--- src/rtl/rtte_pkg.sv ---
`timescale 1ns / 1ps
// ----------------------------------------------------------------------------
// rtte_pkg
// Widths, operation and register codes, and the timeout clamp shared by the
// retransmission timeout estimator.
// ----------------------------------------------------------------------------
package rtte_pkg;

  localparam int unsigned OpW      = 2;
  localparam int unsigned MsW      = 20;
  localparam int unsigned CountW   = 8;
  localparam int unsigned SrttW    = 24;
  localparam int unsigned DevW     = 23;
  localparam int unsigned EstW     = 24;
  localparam int unsigned CfgIdxW  = 2;
  localparam int unsigned CfgDataW = 20;

  typedef logic [OpW-1:0]      opcode_t;
  typedef logic [MsW-1:0]      ms_t;
  typedef logic [CountW-1:0]   count_t;
  typedef logic [SrttW-1:0]    srtt_t;
  typedef logic [DevW-1:0]     dev_t;
  typedef logic [EstW-1:0]     est_t;
  typedef logic [CfgIdxW-1:0]  cfg_idx_t;
  typedef logic [CfgDataW-1:0] cfg_data_t;

  // Operation codes
  localparam opcode_t OP_INIT       = 2'd0;
  localparam opcode_t OP_NEW_PACKET = 2'd1;
  localparam opcode_t OP_SAMPLE     = 2'd2;
  localparam opcode_t OP_TIMEOUT    = 2'd3;

  // Register indexes
  localparam cfg_idx_t REG_MIN_TIMEOUT     = 2'd0;
  localparam cfg_idx_t REG_MAX_TIMEOUT     = 2'd1;
  localparam cfg_idx_t REG_MAX_RETRANSMITS = 2'd2;

  // Reset and fixed values
  localparam ms_t    MIN_TIMEOUT_RST     = 20'd1000;
  localparam ms_t    MAX_TIMEOUT_RST     = 20'd60000;
  localparam count_t MAX_RETRANSMITS_RST = 8'd3;
  localparam dev_t   INIT_DEVIATION      = 23'd3000;
  localparam ms_t    TIMEOUT_RST         = 20'd3000;
  localparam ms_t    TIMEOUT_MAX         = 20'hFFFFF;
  localparam srtt_t  SRTT_MAX            = 24'hFFFFFF;
  localparam dev_t   DEV_MAX             = 23'h7FFFFF;
  localparam count_t COUNT_MAX           = 8'hFF;

  // Below min gives min; otherwise above max gives max.
  function automatic ms_t clamp_timeout(est_t v, ms_t lo, ms_t hi);
    ms_t res;
    if (v < {4'd0, lo}) begin
      res = lo;
    end else if (v > {4'd0, hi}) begin
      res = hi;
    end else begin
      res = v[MsW-1:0];
    end
    return res;
  endfunction

endpackage

--- src/rtl/rtte_in_if.sv ---
`timescale 1ns / 1ps
// ----------------------------------------------------------------------------
// rtte_in_if
// Input channel: one operation word per handshake.
// ----------------------------------------------------------------------------
interface rtte_in_if;
  logic             valid;
  logic             ready;
  rtte_pkg::opcode_t opcode;
  rtte_pkg::ms_t     measured_ms;

  modport source (output valid, output opcode, output measured_ms, input ready);
  modport sink   (input valid, input opcode, input measured_ms, output ready);
endinterface

--- src/rtl/rtte_out_if.sv ---
`timescale 1ns / 1ps
// ----------------------------------------------------------------------------
// rtte_out_if
// Result channel: one timeout word per handshake.
// ----------------------------------------------------------------------------
interface rtte_out_if;
  logic              valid;
  logic              ready;
  rtte_pkg::ms_t     timeout_ms;
  logic              give_up;
  rtte_pkg::count_t  retransmit_count;

  modport source (output valid, output timeout_ms, output give_up,
                  output retransmit_count, input ready);
  modport sink   (input valid, input timeout_ms, input give_up,
                  input retransmit_count, output ready);
endinterface

--- src/rtl/rtte_cfg_if.sv ---
`timescale 1ns / 1ps
// ----------------------------------------------------------------------------
// rtte_cfg_if
// Configuration write channel: register index and write data.
// ----------------------------------------------------------------------------
interface rtte_cfg_if;
  logic                valid;
  logic                ready;
  rtte_pkg::cfg_idx_t  index;
  rtte_pkg::cfg_data_t data;

  modport source (output valid, output index, output data, input ready);
  modport sink   (input valid, input index, input data, output ready);
endinterface

--- src/rtl/rtt_estimator_rto_top.sv ---
`timescale 1ns / 1ps
// ----------------------------------------------------------------------------
// rtt_estimator_rto_top
// Retransmission timeout estimator: smoothed RTT (x8) and mean deviation
// (x4) updated per sample, clamped timeout, exponential backoff on timeout.
// ----------------------------------------------------------------------------
// Stages: a word is registered in the input stage, then in the result stage.
// Throughput: one word per cycle while the result channel is not stalled;
//   the estimator update is a single pass of adds, shifts and a clamp between
//   the input and result registers; the state registers update as a word leaves the input stage.
// Reset (synchronous, rst_n low): both stages empty, registers at their
//   reset values, estimators cleared, deviation 3000, timeout 3000.
// ----------------------------------------------------------------------------
module rtt_estimator_rto_top (
  input  logic      clk,
  input  logic      rst_n,
  rtte_in_if.sink   in_chan,
  rtte_out_if.source out_chan,
  rtte_cfg_if.sink  cfg_chan
);

  // Configuration registers
  rtte_pkg::ms_t    min_timeout_r;
  rtte_pkg::ms_t    max_timeout_r;
  rtte_pkg::count_t max_retransmits_r;

  // Estimator state
  rtte_pkg::srtt_t  srtt_r, srtt_nxt;
  rtte_pkg::dev_t   dev_r, dev_nxt;
  rtte_pkg::ms_t    timeout_r, timeout_nxt;
  rtte_pkg::count_t count_r, count_nxt;
  logic             give_up_nxt;

  // Input stage
  logic              in_valid_r;
  rtte_pkg::opcode_t op_r;
  rtte_pkg::ms_t     meas_r;

  // Result stage
  logic              out_valid_r;
  rtte_pkg::ms_t     out_timeout_r;
  logic              out_give_up_r;
  rtte_pkg::count_t  out_count_r;

  // Sample datapath
  logic [21:0]       delta;
  logic [21:0]       mag;
  logic [24:0]       srtt_sum;
  logic [24:0]       dev_sum;
  rtte_pkg::srtt_t   srtt_smp;
  rtte_pkg::dev_t    dev_smp;
  rtte_pkg::est_t    est_smp;
  logic [20:0]       doubled;

  logic advance;

  // Move a word into the result stage whenever that stage is free or drains.
  assign advance       = in_valid_r && (!out_valid_r || out_chan.ready);
  assign in_chan.ready = !in_valid_r || advance;
  assign cfg_chan.ready = 1'b1;

  assign out_chan.valid            = out_valid_r;
  assign out_chan.timeout_ms       = out_timeout_r;
  assign out_chan.give_up          = out_give_up_r;
  assign out_chan.retransmit_count = out_count_r;

  // Sample: srtt += m - srtt/8, dev += |m - srtt/8| - dev/4.
  always_comb begin
    delta    = {2'd0, meas_r} - {1'b0, srtt_r[rtte_pkg::SrttW-1:3]};
    mag      = delta[21] ? (22'd0 - delta) : delta;
    srtt_sum = {1'b0, srtt_r} - {4'd0, srtt_r[rtte_pkg::SrttW-1:3]} + {5'd0, meas_r};
    dev_sum  = {2'd0, dev_r} - {4'd0, dev_r[rtte_pkg::DevW-1:2]} + {3'd0, mag};
    srtt_smp = (srtt_sum > {1'b0, rtte_pkg::SRTT_MAX}) ? rtte_pkg::SRTT_MAX
                                                       : srtt_sum[rtte_pkg::SrttW-1:0];
    dev_smp  = (dev_sum > {2'd0, rtte_pkg::DEV_MAX}) ? rtte_pkg::DEV_MAX
                                                     : dev_sum[rtte_pkg::DevW-1:0];
    est_smp  = {3'd0, srtt_smp[rtte_pkg::SrttW-1:3]} + {1'b0, dev_smp};
    doubled  = {timeout_r, 1'b0};
  end

  // Operation decode
  always_comb begin
    srtt_nxt    = srtt_r;
    dev_nxt     = dev_r;
    timeout_nxt = timeout_r;
    count_nxt   = count_r;
    give_up_nxt = 1'b0;
    unique case (op_r)
      rtte_pkg::OP_INIT: begin
        srtt_nxt    = '0;
        dev_nxt     = rtte_pkg::INIT_DEVIATION;
        count_nxt   = '0;
        timeout_nxt = rtte_pkg::clamp_timeout({1'b0, rtte_pkg::INIT_DEVIATION},
                                              min_timeout_r, max_timeout_r);
      end
      rtte_pkg::OP_NEW_PACKET: begin
        count_nxt = '0;
      end
      rtte_pkg::OP_SAMPLE: begin
        srtt_nxt    = srtt_smp;
        dev_nxt     = dev_smp;
        timeout_nxt = rtte_pkg::clamp_timeout(est_smp, min_timeout_r, max_timeout_r);
      end
      rtte_pkg::OP_TIMEOUT: begin
        // Saturate the doubled timeout at the field range, not at max_timeout.
        timeout_nxt = doubled[20] ? rtte_pkg::TIMEOUT_MAX : doubled[19:0];
        count_nxt   = (count_r == rtte_pkg::COUNT_MAX) ? count_r : count_r + 8'd1;
        give_up_nxt = count_nxt > max_retransmits_r;
      end
      default: begin
      end
    endcase
  end

  // Configuration writes; drop writes beyond the register list.
  always_ff @(posedge clk) begin
    if (!rst_n) begin
      min_timeout_r     <= rtte_pkg::MIN_TIMEOUT_RST;
      max_timeout_r     <= rtte_pkg::MAX_TIMEOUT_RST;
      max_retransmits_r <= rtte_pkg::MAX_RETRANSMITS_RST;
    end else if (cfg_chan.valid) begin
      unique case (cfg_chan.index)
        rtte_pkg::REG_MIN_TIMEOUT:     min_timeout_r     <= cfg_chan.data;
        rtte_pkg::REG_MAX_TIMEOUT:     max_timeout_r     <= cfg_chan.data;
        rtte_pkg::REG_MAX_RETRANSMITS: max_retransmits_r <= cfg_chan.data[rtte_pkg::CountW-1:0];
        default: begin
        end
      endcase
    end
  end

  // Estimator state: commit as the word advances to the result stage.
  always_ff @(posedge clk) begin
    if (!rst_n) begin
      srtt_r    <= '0;
      dev_r     <= rtte_pkg::INIT_DEVIATION;
      timeout_r <= rtte_pkg::TIMEOUT_RST;
      count_r   <= '0;
    end else if (advance) begin
      srtt_r    <= srtt_nxt;
      dev_r     <= dev_nxt;
      timeout_r <= timeout_nxt;
      count_r   <= count_nxt;
    end
  end

  // Input stage: load on accept, hold while stalled.
  always_ff @(posedge clk) begin
    if (!rst_n) begin
      in_valid_r <= 1'b0;
    end else if (in_chan.ready) begin
      in_valid_r <= in_chan.valid;
    end
  end

  always_ff @(posedge clk) begin
    if (in_chan.valid && in_chan.ready) begin
      op_r   <= in_chan.opcode;
      meas_r <= in_chan.measured_ms;
    end
  end

  // Result stage: fill on advance, clear when taken and nothing follows.
  always_ff @(posedge clk) begin
    if (!rst_n) begin
      out_valid_r <= 1'b0;
    end else if (advance) begin
      out_valid_r <= 1'b1;
    end else if (out_chan.ready) begin
      out_valid_r <= 1'b0;
    end
  end

  always_ff @(posedge clk) begin
    if (advance) begin
      out_timeout_r <= timeout_nxt;
      out_give_up_r <= give_up_nxt;
      out_count_r   <= count_nxt;
    end
  end

endmodule
--- src/flat_wrapper.sv ---
// flat-port wrapper written by rule: the top's interface ports become plain ports
module rtt_estimator_rto_top_flat 
  (clk, rst_n, in_chan_valid, in_chan_opcode, in_chan_measured_ms, in_chan_ready, out_chan_valid, out_chan_timeout_ms, out_chan_give_up, out_chan_retransmit_count, out_chan_ready, cfg_chan_valid, cfg_chan_index, cfg_chan_data, cfg_chan_ready);
  rtte_in_if in_chan_i ();
  rtte_out_if out_chan_i ();
  rtte_cfg_if cfg_chan_i ();
  input  logic clk;
  input  logic rst_n;
  input wire logic [$bits(in_chan_i.valid)-1:0] in_chan_valid;
  input wire logic [$bits(in_chan_i.opcode)-1:0] in_chan_opcode;
  input wire logic [$bits(in_chan_i.measured_ms)-1:0] in_chan_measured_ms;
  output wire logic [$bits(in_chan_i.ready)-1:0] in_chan_ready;
  output wire logic [$bits(out_chan_i.valid)-1:0] out_chan_valid;
  output wire logic [$bits(out_chan_i.timeout_ms)-1:0] out_chan_timeout_ms;
  output wire logic [$bits(out_chan_i.give_up)-1:0] out_chan_give_up;
  output wire logic [$bits(out_chan_i.retransmit_count)-1:0] out_chan_retransmit_count;
  input wire logic [$bits(out_chan_i.ready)-1:0] out_chan_ready;
  input wire logic [$bits(cfg_chan_i.valid)-1:0] cfg_chan_valid;
  input wire logic [$bits(cfg_chan_i.index)-1:0] cfg_chan_index;
  input wire logic [$bits(cfg_chan_i.data)-1:0] cfg_chan_data;
  output wire logic [$bits(cfg_chan_i.ready)-1:0] cfg_chan_ready;
  assign in_chan_i.valid = in_chan_valid;
  assign in_chan_i.opcode = in_chan_opcode;
  assign in_chan_i.measured_ms = in_chan_measured_ms;
  assign in_chan_ready = in_chan_i.ready;
  assign out_chan_valid = out_chan_i.valid;
  assign out_chan_timeout_ms = out_chan_i.timeout_ms;
  assign out_chan_give_up = out_chan_i.give_up;
  assign out_chan_retransmit_count = out_chan_i.retransmit_count;
  assign out_chan_i.ready = out_chan_ready;
  assign cfg_chan_i.valid = cfg_chan_valid;
  assign cfg_chan_i.index = cfg_chan_index;
  assign cfg_chan_i.data = cfg_chan_data;
  assign cfg_chan_ready = cfg_chan_i.ready;
  rtt_estimator_rto_top u_core (.clk(clk), .rst_n(rst_n), .in_chan(in_chan_i), .out_chan(out_chan_i), .cfg_chan(cfg_chan_i));
endmodule
--- config.mk ---
export PLATFORM = sky130hd
export DESIGN_NAME = rtt_estimator_rto_top_flat
export DESIGN_NICKNAME = d
export VERILOG_FILES = /design/src/rtl/rtte_pkg.sv /design/src/rtl/rtte_in_if.sv /design/src/rtl/rtte_out_if.sv /design/src/rtl/rtte_cfg_if.sv /design/src/rtl/rtt_estimator_rto_top.sv /design/src/flat_wrapper.sv
export SDC_FILE = /design/constraint.sdc
export NUM_CORES = 1
export LEC_CHECK = 0
export BUFFER_PORTS_ARGS = -buffer_cell sky130_fd_sc_hd__buf_2
export CORE_MARGIN = 1
export CORE_UTILIZATION = 30
export CTS_BUF_LIST = sky130_fd_sc_hd__clkbuf_4
export CTS_CLUSTER_SIZE = 25
export DETAILED_ROUTE_END_ITERATION = 8
export HOLD_SLACK_MARGIN = 0.02
export PLACE_DENSITY = 0.49
export RECOVER_POWER = 100
export SLEW_MARGIN = 40
export SYNTH_ARGS = -nofsm -noshare
export SYNTH_HDL_FRONTEND = slang
export SYNTH_SLANG_ARGS = --single-unit
--- constraint.sdc ---
create_clock -name clk -period 11.84 [get_ports clk]
set_input_delay 1.184 -clock clk [delete_from_list [all_inputs] [get_ports clk]]
set_output_delay 1.184 -clock clk [all_outputs]
set_load 0.01 [all_outputs]
After elaboration in Yosys (flattened, before gate mapping)
Cells that the tools add are included.
Widths: inputs -> output; s select.
Storage, ports and cells
  RAM bits: 0
  logic and storage cells: 65
  memories kept: 0
  input port bits: 49
  memory bits (read-only): 0
  register bits: 176
  output and inout bits: 32
  latch bits: 0
Cells by class
  $lt $le $gt $ge: 7
  multiplexer cells: 15
  multipliers: 0
  add/sub/neg operators: 8
  shifts and indexed selects: 0
  bitwise operators: 0
  equal/unequal tests: 6
  div/mod/pow operators: 0
  reductions and logical operators: 15
Operator list (count)
  $mux 20: 5
  $pmux 20 s3: 1
  $pmux 24 s2: 1
  $pmux 23 s2: 1
  $add 25x20->25: 1
  $add 25x22->25: 1
  $gt 25x23->1 const B: 1
  $gt 25x24->1 const B: 1
  $sub 24x21->25: 1
  $add 21x23->24: 1
  $gt 24x20->1: 1
  $lt 24x20->1: 1
  $mux 24: 1
  $sub 23x21->24: 1
  $mux 23: 1
  $mux 22: 1
  $sub 1x22->22 const A: 1
  $sub 20x21->22: 1
  $gt 12x20->1 const A: 1
  $lt 12x20->1 const A: 1
  $pmux 8 s2: 1
  $add 8x1->8 const B: 1
  $eq 8x8->1 const B: 1
  $gt 8x8->1: 1
  other kinds (11): 23

Depth between registers and ports, before layout
Gate-level depths: netlist of the first run.
  word-level depth: 11
  mapped depth: 48
  mapped depth without buffers: 44

Least setup slack after synthesis of the first run
Ideal clock, no wire load.
  path kind: flip-flop to flip-flop
  start: register u_core.srtt_r[5]
  end: register u_core.out_timeout_r[15], in the netlist u_core.out_chan.timeout_ms[15], data pin
  setup slack: 2.263 ns
  stages on the path, launching flop included: 42
  required time: 11.710 ns
  path buffers: 3
  setup time: 0.130 ns
  clock period less this slack: 9.577 ns
  arrival time: 9.447 ns
  cell sequence: dfxtp_1 > inv_1 > ha_1 > nor2b_1 > o31a_1 > o21a_1 > or3_1 > o211ai_1 > a21oi_1 > or4_1 > nor2_1 > and4b_1 > a21oi_1 > xor2_1 > ha_1 > and3_1 > nand3_1 > o21a_1 > (+6 left out) > nand2_1 > ha_1 > o31ai_1 > a21oi_1 > a41o_1 > a21o_1 > a21oi_1 > xnor2_1 > ha_1 > a2111oi_0 > o21ai_0 > a221o_1 > a21o_1 > nor2b_1 > a2111oi_4 > a21oi_1 > o32ai_2 > o21a_1
On the way
  word-level cells in the longest chain between the ends: 11
  elaborated cells on any way between the ends: 16
  those cells by class: add/sub (6); order compare (4); mux (6)
Ends and longest elaborated chain
  start: declaration: line rtt_estimator_rto_top.sv:28  | rtte_pkg::srtt_t srtt_r, srtt_nxt;
  start signal: assignment: line rtt_estimator_rto_top.sv:140  | srtt_r <= srtt_nxt;
  $sub 20x21->22: line rtt_estimator_rto_top.sv:69  | delta = {2'd0, meas_r} - {1'b0, srtt_r[rtte_pkg::SrttW-1:3]};
  $sub 1x22->22: line rtt_estimator_rto_top.sv:70  | mag = delta[21] ? (22'd0 - delta) : delta;
  $mux 22: line rtt_estimator_rto_top.sv:70
  $add 25x22->25: line rtt_estimator_rto_top.sv:72  | dev_sum = {2'd0, dev_r} - {4'd0, dev_r[rtte_pkg::DevW-1:2]} + {3'd0, mag};
  $gt 25x23->1: line rtt_estimator_rto_top.sv:75  | dev_smp = (dev_sum > {2'd0, rtte_pkg::DEV_MAX}) ? rtte_pkg::DEV_MAX
  $mux 23: line rtt_estimator_rto_top.sv:75
  $add 21x23->24 (*): line rtt_estimator_rto_top.sv:77  | est_smp = {3'd0, srtt_smp[rtte_pkg::SrttW-1:3]} + {1'b0, dev_smp};
  $gt 24x20->1: line rtte_pkg.sv:54  | end else if (v > {4'd0, hi}) begin
  $mux 20: line rtte_pkg.sv:54
  $mux 20 (*): line rtte_pkg.sv:52  | if (v < {4'd0, lo}) begin
  $pmux 20 s3 (*): line rtt_estimator_rto_top.sv:88  | unique case (op_r)
  via u_core.timeout_nxt[15]: line rtt_estimator_rto_top.sv:30  | rtte_pkg::ms_t timeout_r, timeout_nxt;
  end signal: assignment: line rtt_estimator_rto_top.sv:176  | out_timeout_r <= timeout_nxt;
  end: declaration: line rtt_estimator_rto_top.sv:41  | rtte_pkg::ms_t out_timeout_r;
The timed path passes the listed nets; every way through them passes the cells marked *.
A chain may end at the register's enable or synchronous reset.

Worst setup path after layout of the first run
  start: register u_core.srtt_r[4]
  end: register u_core.out_timeout_r[1], in the netlist u_core.out_chan.timeout_ms[1], data pin
Same word-level chain as after synthesis.

==> flow_summary.ini, run 1 <==
[place]
dp_hpwl_um = 34100
dp_cells = 2507
gp_congestion = 0.904
dpl_cell_area_mm2 = 0.0161
io_buffers = 79

[yosys]
syn_area_mm2 = 0.0150
ys_warn_count = 0
synthArstFlopShare = 0
synthFlopType = dfxtp_1
ys_seq_area_frac = 0.268
syn_area_per_cell_um2 = 8.26
synth-edff-count = 51
ys_types = 83
synth-seq-cells = 176
synthCells = 1819
synth_fp_nets = 2051

[timing]
fmax_mhz = 91.5
rsz0062_at_grt = no
slew_viol_final = 237
max_slew_margin = -0.970
period_share = 0.923
fin_crit_ns = 10.93
fin_tns_setup_ns = 0
setup_violations = 0
skew_ns = 0.0243
hold_viol_final = 0
fin_hold_ws_ns = 0.476
worstMarginPinSlew_ns = 2.96

[clocking]
ctsLongestPathBuffers = 2
cts.sink_count = 176
cts_resized = 0
htree_num_levels = 4
numCtsBuffers = 17
cts_root_buf = clkbuf_4
clock_latency_ns = 0.68
postCtsSetupRepairBufs = 0
cts_tree = built
cts_hold_buf = 0
clkSlewWorstSetupHoldPaths_ns = 0.15

[die]
chipWidth_um = 226
num_rows = 81
start_util = 0.306
io_pins = 81
dieArea_mm2 = 0.0510
coreArea_mm2 = 0.0492
die_y_um = 226

[route]
drt-total-wl_um = 43900
firstDrtPassIters = 5
ant_nets = 0
vias = 13147
wl_per_cell_um = 17.3
drtIter0Drc = 749
via_per_inst = 5.17
drcViolationCount = 0

[finish]
finalNetCount = 2094
final_area_mm2 = 0.0163
stdcell_count = 2541
layout-drive-gt1-share = 0.0661
area_growth_pct = 8.70

[global_routing]
grt_usage = 0.175
antenna_found_initial = 1
grt_overflow = 0
grt_start_max_net_pins = 68
grt_pass1_vias = 12871
grt_pass1_wl_um = 69800

[critical_path]
slowest_delay_ns = 0.68
critPathKind = flip-flop to flip-flop
worst-path-buf-inv = 2
critPathTopFamily = compound AO/OA/AOI/OAI gates
crit_path_start_kind = flip-flop
cp-end-kind = flip-flop
critPathSlowestCell = a211oi_2
worstPathRequired_ns = 12.38
cp_max_fo = 15
critical_path_arrival_ns = 11.47
cp_common_cell = o21ai_0

[min_path]
hold_class = flip-flop to flip-flop

[flow_run]
cap_violations = 6

[run_status]
outcome = complete, but fails checks
violations = max-capacitance violations, max-slew violations
==> path summary, 6_finish.rpt <==
| check | slack (ns) | cells after the start | endpoint | startpoint |
|---|---|---|---|---|
| max | 0.91 | 41 | u_core.out_chan.timeout_ms[1]$_DFFE_PP_ | u_core.srtt_r[4]$_SDFFE_PN0P_ |
| min | 0.48 | 2 | u_core.srtt_r[0]$_SDFFE_PN0P_ | u_core.srtt_r[0]$_SDFFE_PN0P_ |
| max reg2reg | 0.91 | 41 | u_core.out_chan.timeout_ms[1]$_DFFE_PP_ | u_core.srtt_r[4]$_SDFFE_PN0P_ |
| min reg2reg | 0.48 | 2 | u_core.srtt_r[0]$_SDFFE_PN0P_ | u_core.srtt_r[0]$_SDFFE_PN0P_ |
==> logic make-up (layout without fill, tap and decap cells) <==
| family | after synthesis | in the layout | share of synthesized area |
|---|---|---|---|
| other | 1 | 3 | 0.000250 |
| DFF | 176 | 176 | 0.268 |
| buffers and inverters | 253 | 309 | 0.0643 |
| AOI/OAI and AO/OA | 603 | 603 | 0.275 |
| adders and majority gates | 183 | 183 | 0.164 |
| muxes | 15 | 15 | 0.0101 |
| and+or+nand+nor | 477 | 477 | 0.153 |
| xor gates and xnor gates | 111 | 111 | 0.0647 |
==> registers in the layout, indices dropped and copies added (netlist names) <==
register                          count
u_core.out_chan.timeout_ms           20
u_core.max_timeout_r                 20
u_core.max_retransmits_r              8
u_core.meas_r                        20
u_core.srtt_r                        24
u_core.in_valid_r                     1
u_core.out_chan.give_up               1
u_core.out_chan.valid                 1
u_core.min_timeout_r                 20
u_core.count_r                        8
u_core.out_chan.retransmit_count      8
u_core.timeout_r                     20
u_core.op_r                           2
u_core.dev_r                         23
==> area by class of cell <==
class / count / area (µm²)
Fill cell: 5168 / 32800
Clock inverter: 13 / 150
Tap cell: 664 / 831
Clock buffer: 19 / 143
Multi-Input combinational cell: 1390 / 10000
Inverter: 183 / 687
Antenna cell: 2 / 5.00
Timing Repair Buffer: 94 / 447
Sequential cell: 176 / 4030
==> worst register-to-register path: cells and delay by family (launching register included) <==
family                     cells  cell delay (ns)
adders and majority gates      4             1.29
buffers and inverters          2             0.31
DFF                            1             0.44
AOI/OAI and AO/OA             25             6.69
xor gates and xnor gates       2             0.29
and+or+nand+nor                8             1.81
==> cells in the mapped netlist (all sizes together) (9+ instances only) <==
cell type	count	area, µm²
inv	183	687
nand2	170	638
ha	159	1990
a21oi	138	702
dfxtp	125	2500
o21ai	122	614
nor2	98	368
xnor2	70	613
clkbuf	61	229
a21o	60	450
o21a	53	398
edfxtp	51	1530
nand2b	41	264
xor2	41	359
nand3	39	195
nor2b	37	231
a21boi	34	255
a32o	25	250
fa	24	480
o211ai	24	180
nor3	19	95.1
nand4	15	93.8
o22ai	15	93.8
mux2i	14	140
a22oi	13	97.6
a31oi	13	81.3
o21bai	13	97.6
a211oi	11	87.6
or3	10	67.6
buf	9	50.1
o22a	9	78.8
or2	9	56.3
==> layout by cell type, fill, tap and decap left out, types with 25 or more instances in the layout <==
master,count
a21boi_0,34
a21o_1,60
a21oi_1,136
a32o_1,25
buf_2,45
clkbuf_1,39
dfxtp_1,125
edfxtp_1,51
ha_1,159
inv_1,183
nand2_1,170
nand2b_1,40
nand3_1,39
nor2_1,96
nor2b_1,37
o21a_1,53
o21ai_0,120
xnor2_1,70
xor2_1,41
==> layer usage <==
| metal | GRT usage | routed length (µm) | part of all wire | vias up |
|---|---|---|---|---|
| li1 | - | - | - | 6582 |
| met1 | 0.232 | 21400 | 0.49 | 6246 |
| met2 | 0.292 | 20200 | 0.46 | 275 |
| met3 | 0.0291 | 1590 | 0.036 | 44 |
| met4 | 0.0441 | 801 | 0.018 | 0 |
| met5 | 0 | 0 | 0 | - |
==> through the flow <==
step           setup slack, ns   util
2_1_floorplan             2.26      -
3_3_place_gp              1.19  0.328
3_5_place_dp             0.966  0.328
4_1_cts                  0.927  0.334
5_1_grt                 0.0878  0.332
6_report                 0.906  0.332
Power of run 1 is left out: the tool's default activity adds up to more than one toggle a clock period on the data nets, which glitch-free logic cannot reach.
==> run 2, diff against run 1 <==
Settings changed: ABC_AREA set to 1, BUFFER_PORTS_ARGS -buffer_cell sky130_fd_sc_hd__buf_2 to unset, DONT_BUFFER_PORTS set to 1, PLACE_DENSITY 0.49 to 0.48.
Clock period 11.84 ns to 10.1 ns, I/O delays scaled along.
==> flow_summary.ini, run 2 <==
[run_status]
outcome = complete, but fails checks
violations = max-capacitance violations, max-slew violations

[critical_path]
r2r-start = u_core.meas_r[0]$_DFFE_PP_
cp_common_cell = nand2_1
critical_path_arrival_ns = 9.73
worstPathRequired_ns = 10.79
critPathTopFamily = simple AND/OR/NAND/NOR gates
crit_path_start_kind = flip-flop
reg2regPathDepth = 51
worst-path-buf-inv = 5
critPathSlowestCell = nand3_2
cp_max_fo = 21
critPathKind = flip-flop to flip-flop
slowest_delay_ns = 0.42
rr_endpoint = u_core.timeout_r[0]$_SDFFE_PN0P_
r2r_setup_slack_ns = 1.07
cp-end-kind = flip-flop

[yosys]
synth_top_area_frac = 0.160
syn_area_per_cell_um2 = 6.81
synthSimpleGateAreaFrac = 0.238
ys_warn_count = 0
yosys-top-cells-count = nand2_1 (570), inv_1 (390), a21oi_1 (234)
synth_fp_nets = 2534
synth-edff-count = 51
synth_compound_area_frac = 0.174
synthArstFlopShare = 0
synth_fa_ha_area_frac = 0.158
ys_types = 51
synthTopCellsByArea = dfxtp_1 (16%), nand2_1 (14%), ha_1 (13%), edfxtp_1 (9.8%), inv_1 (9.3%)
ys_seq_area_frac = 0.257
synth_most_common_cell = nand2_1
synth-seq-cells = 176
syn_area_mm2 = 0.0157
synth_top_family_by_area = simple AND/OR/NAND/NOR gates
synth_xor_area_frac = 0.0603
synthCells = 2302
muxShareOfSynthArea = 0
synth_top_cell_by_area = dfxtp_1
synthFlopType = dfxtp_1

[global_routing]
grt_pass1_vias = 13813
grt_start_max_net_pins = 70
grt_overflow = 0
grt_pass1_wl_um = 76500
antenna_found_initial = 2
grt_usage = 0.184

[route]
ant_nets = 0
wl_per_cell_um = 16.2
m1WireLength_um = 22600
met2_length_um = 21600
firstDrtPassIters = 8
drt-total-wl_um = 48000
via_per_inst = 4.89
wl_met3_um = 2390
vias = 14517
highest_layer = met4
drtIter0Drc = 1029
drcViolationCount = 0

[min_path]
holdCritStartpoint = in_chan_measured_ms[1]
whs_path_depth = 0
min_to = u_core.meas_r[1]$_DFFE_PP_
hold_class = input pin to flip-flop

[die]
chipWidth_um = 231
start_util = 0.304
num_rows = 83
die_y_um = 231
coreArea_mm2 = 0.0515
io_pins = 81
dieArea_mm2 = 0.0532

[place]
dp_hpwl_um = 38400
io_buffers = 0
dpl_cell_area_mm2 = 0.0164
gp_congestion = 0.901
dp_cells = 2931

[finish]
layout-drive-gt1-share = 0.0320
reg_top3 = u_core.srtt_r (24), u_core.dev_r (23)
multi_input_area_mm2 = 0.00990
finalNetCount = 2503
regArea_mm2 = 0.00403
stdcell_count = 2969
area_growth_pct = 6.21
largest_register_ffs = 24
layout_commonest_cell = nand2_1
largest_register = u_core.srtt_r
layout_common_cells = nand2_1 (572), inv_1 (387), a21oi_1 (235)
final_area_mm2 = 0.0167
n_fill_cell = 5654
post-route-util = 0.323

[clocking]
cts_root_buf = clkbuf_4
cts.sink_count = 176
numCtsBuffers = 17
clock_latency_ns = 0.79
cts_resized = 0
htree_num_levels = 4
cts_tree = built
ctsLongestPathBuffers = 2
clkSlewWorstSetupHoldPaths_ns = 0.17
postCtsSetupRepairBufs = 0
cts_hold_buf = 0

[timing]
slew_viol_final = 116
period_share = 0.895
fmax_mhz = 111
fin_crit_ns = 9.03
worstMarginPinSlew_ns = 2.82
skew_ns = 0.0318
hold_viol_final = 0
max_slew_margin = -0.879
rsz0062_at_grt = no
setup_violations = 0
fin_tns_setup_ns = 0

[flow_run]
cap_violations = 3
==> run 2: through the flow <==
stage                     hold WS [ns]  setup WS [ns]
after global placement           0.452          0.737
final                            0.309           1.07
after floorplan                  0.435           3.05
after global routing             0.263         0.0846
after CTS                        0.219          0.631
after detailed placement         0.458          0.713
==> run 2: metal layers <==
metal | track usage | vias up
met3 | 0.0348 | 57
met1 | 0.243 | 6616
met4 | 0.0633 | 0
met5 | 0 | -
li1 | - | 7503
met2 | 0.298 | 341
==> run 2: worst max path at each step <==
stage / start / endpoint / slack, ns / depth (start not counted)
after CTS: u_core.meas_r[0]$_DFFE_PP_ / u_core.timeout_r[12]$_SDFFE_PN0P_ / 0.63 / 53
after detailed placement: u_core.meas_r[0]$_DFFE_PP_ / u_core.timeout_r[1]$_SDFFE_PN0P_ / 0.71 / 53
after floorplan: u_core.meas_r[0]$_DFFE_PP_ / u_core.out_chan.timeout_ms[19]$_DFFE_PP_ / 3.05 / 55
after global placement: u_core.meas_r[0]$_DFFE_PP_ / u_core.out_chan.timeout_ms[15]$_DFFE_PP_ / 0.74 / 53
final: u_core.meas_r[0]$_DFFE_PP_ / u_core.timeout_r[0]$_SDFFE_PN0P_ / 1.07 / 51
after global routing: u_core.meas_r[0]$_DFFE_PP_ / u_core.timeout_r[12]$_SDFFE_PN0P_ / 0.08 / 53
==> run 2: layout make-up <==
class                           instances  share of cell area
Sequential cell                       176               0.242
Clock inverter                         15             0.00849
Antenna cell                            5            0.000751
Timing Repair Buffer                   17             0.00699
Multi-Input combinational cell       1667               0.594
Clock buffer                           17             0.00766
Tap cell                              680              0.0511
Inverter                              392              0.0886
==> run 2: cell families (layout without fill, tap and decap cells) <==
family	Yosys count	after routing
simple gates	886	886
compound gates	489	489
buf+inv	459	441
fa+ha+maj	183	183
flops	176	176
xor+xnor	108	108
other cells	1	6
Power of run 2 is left out for the same reason.
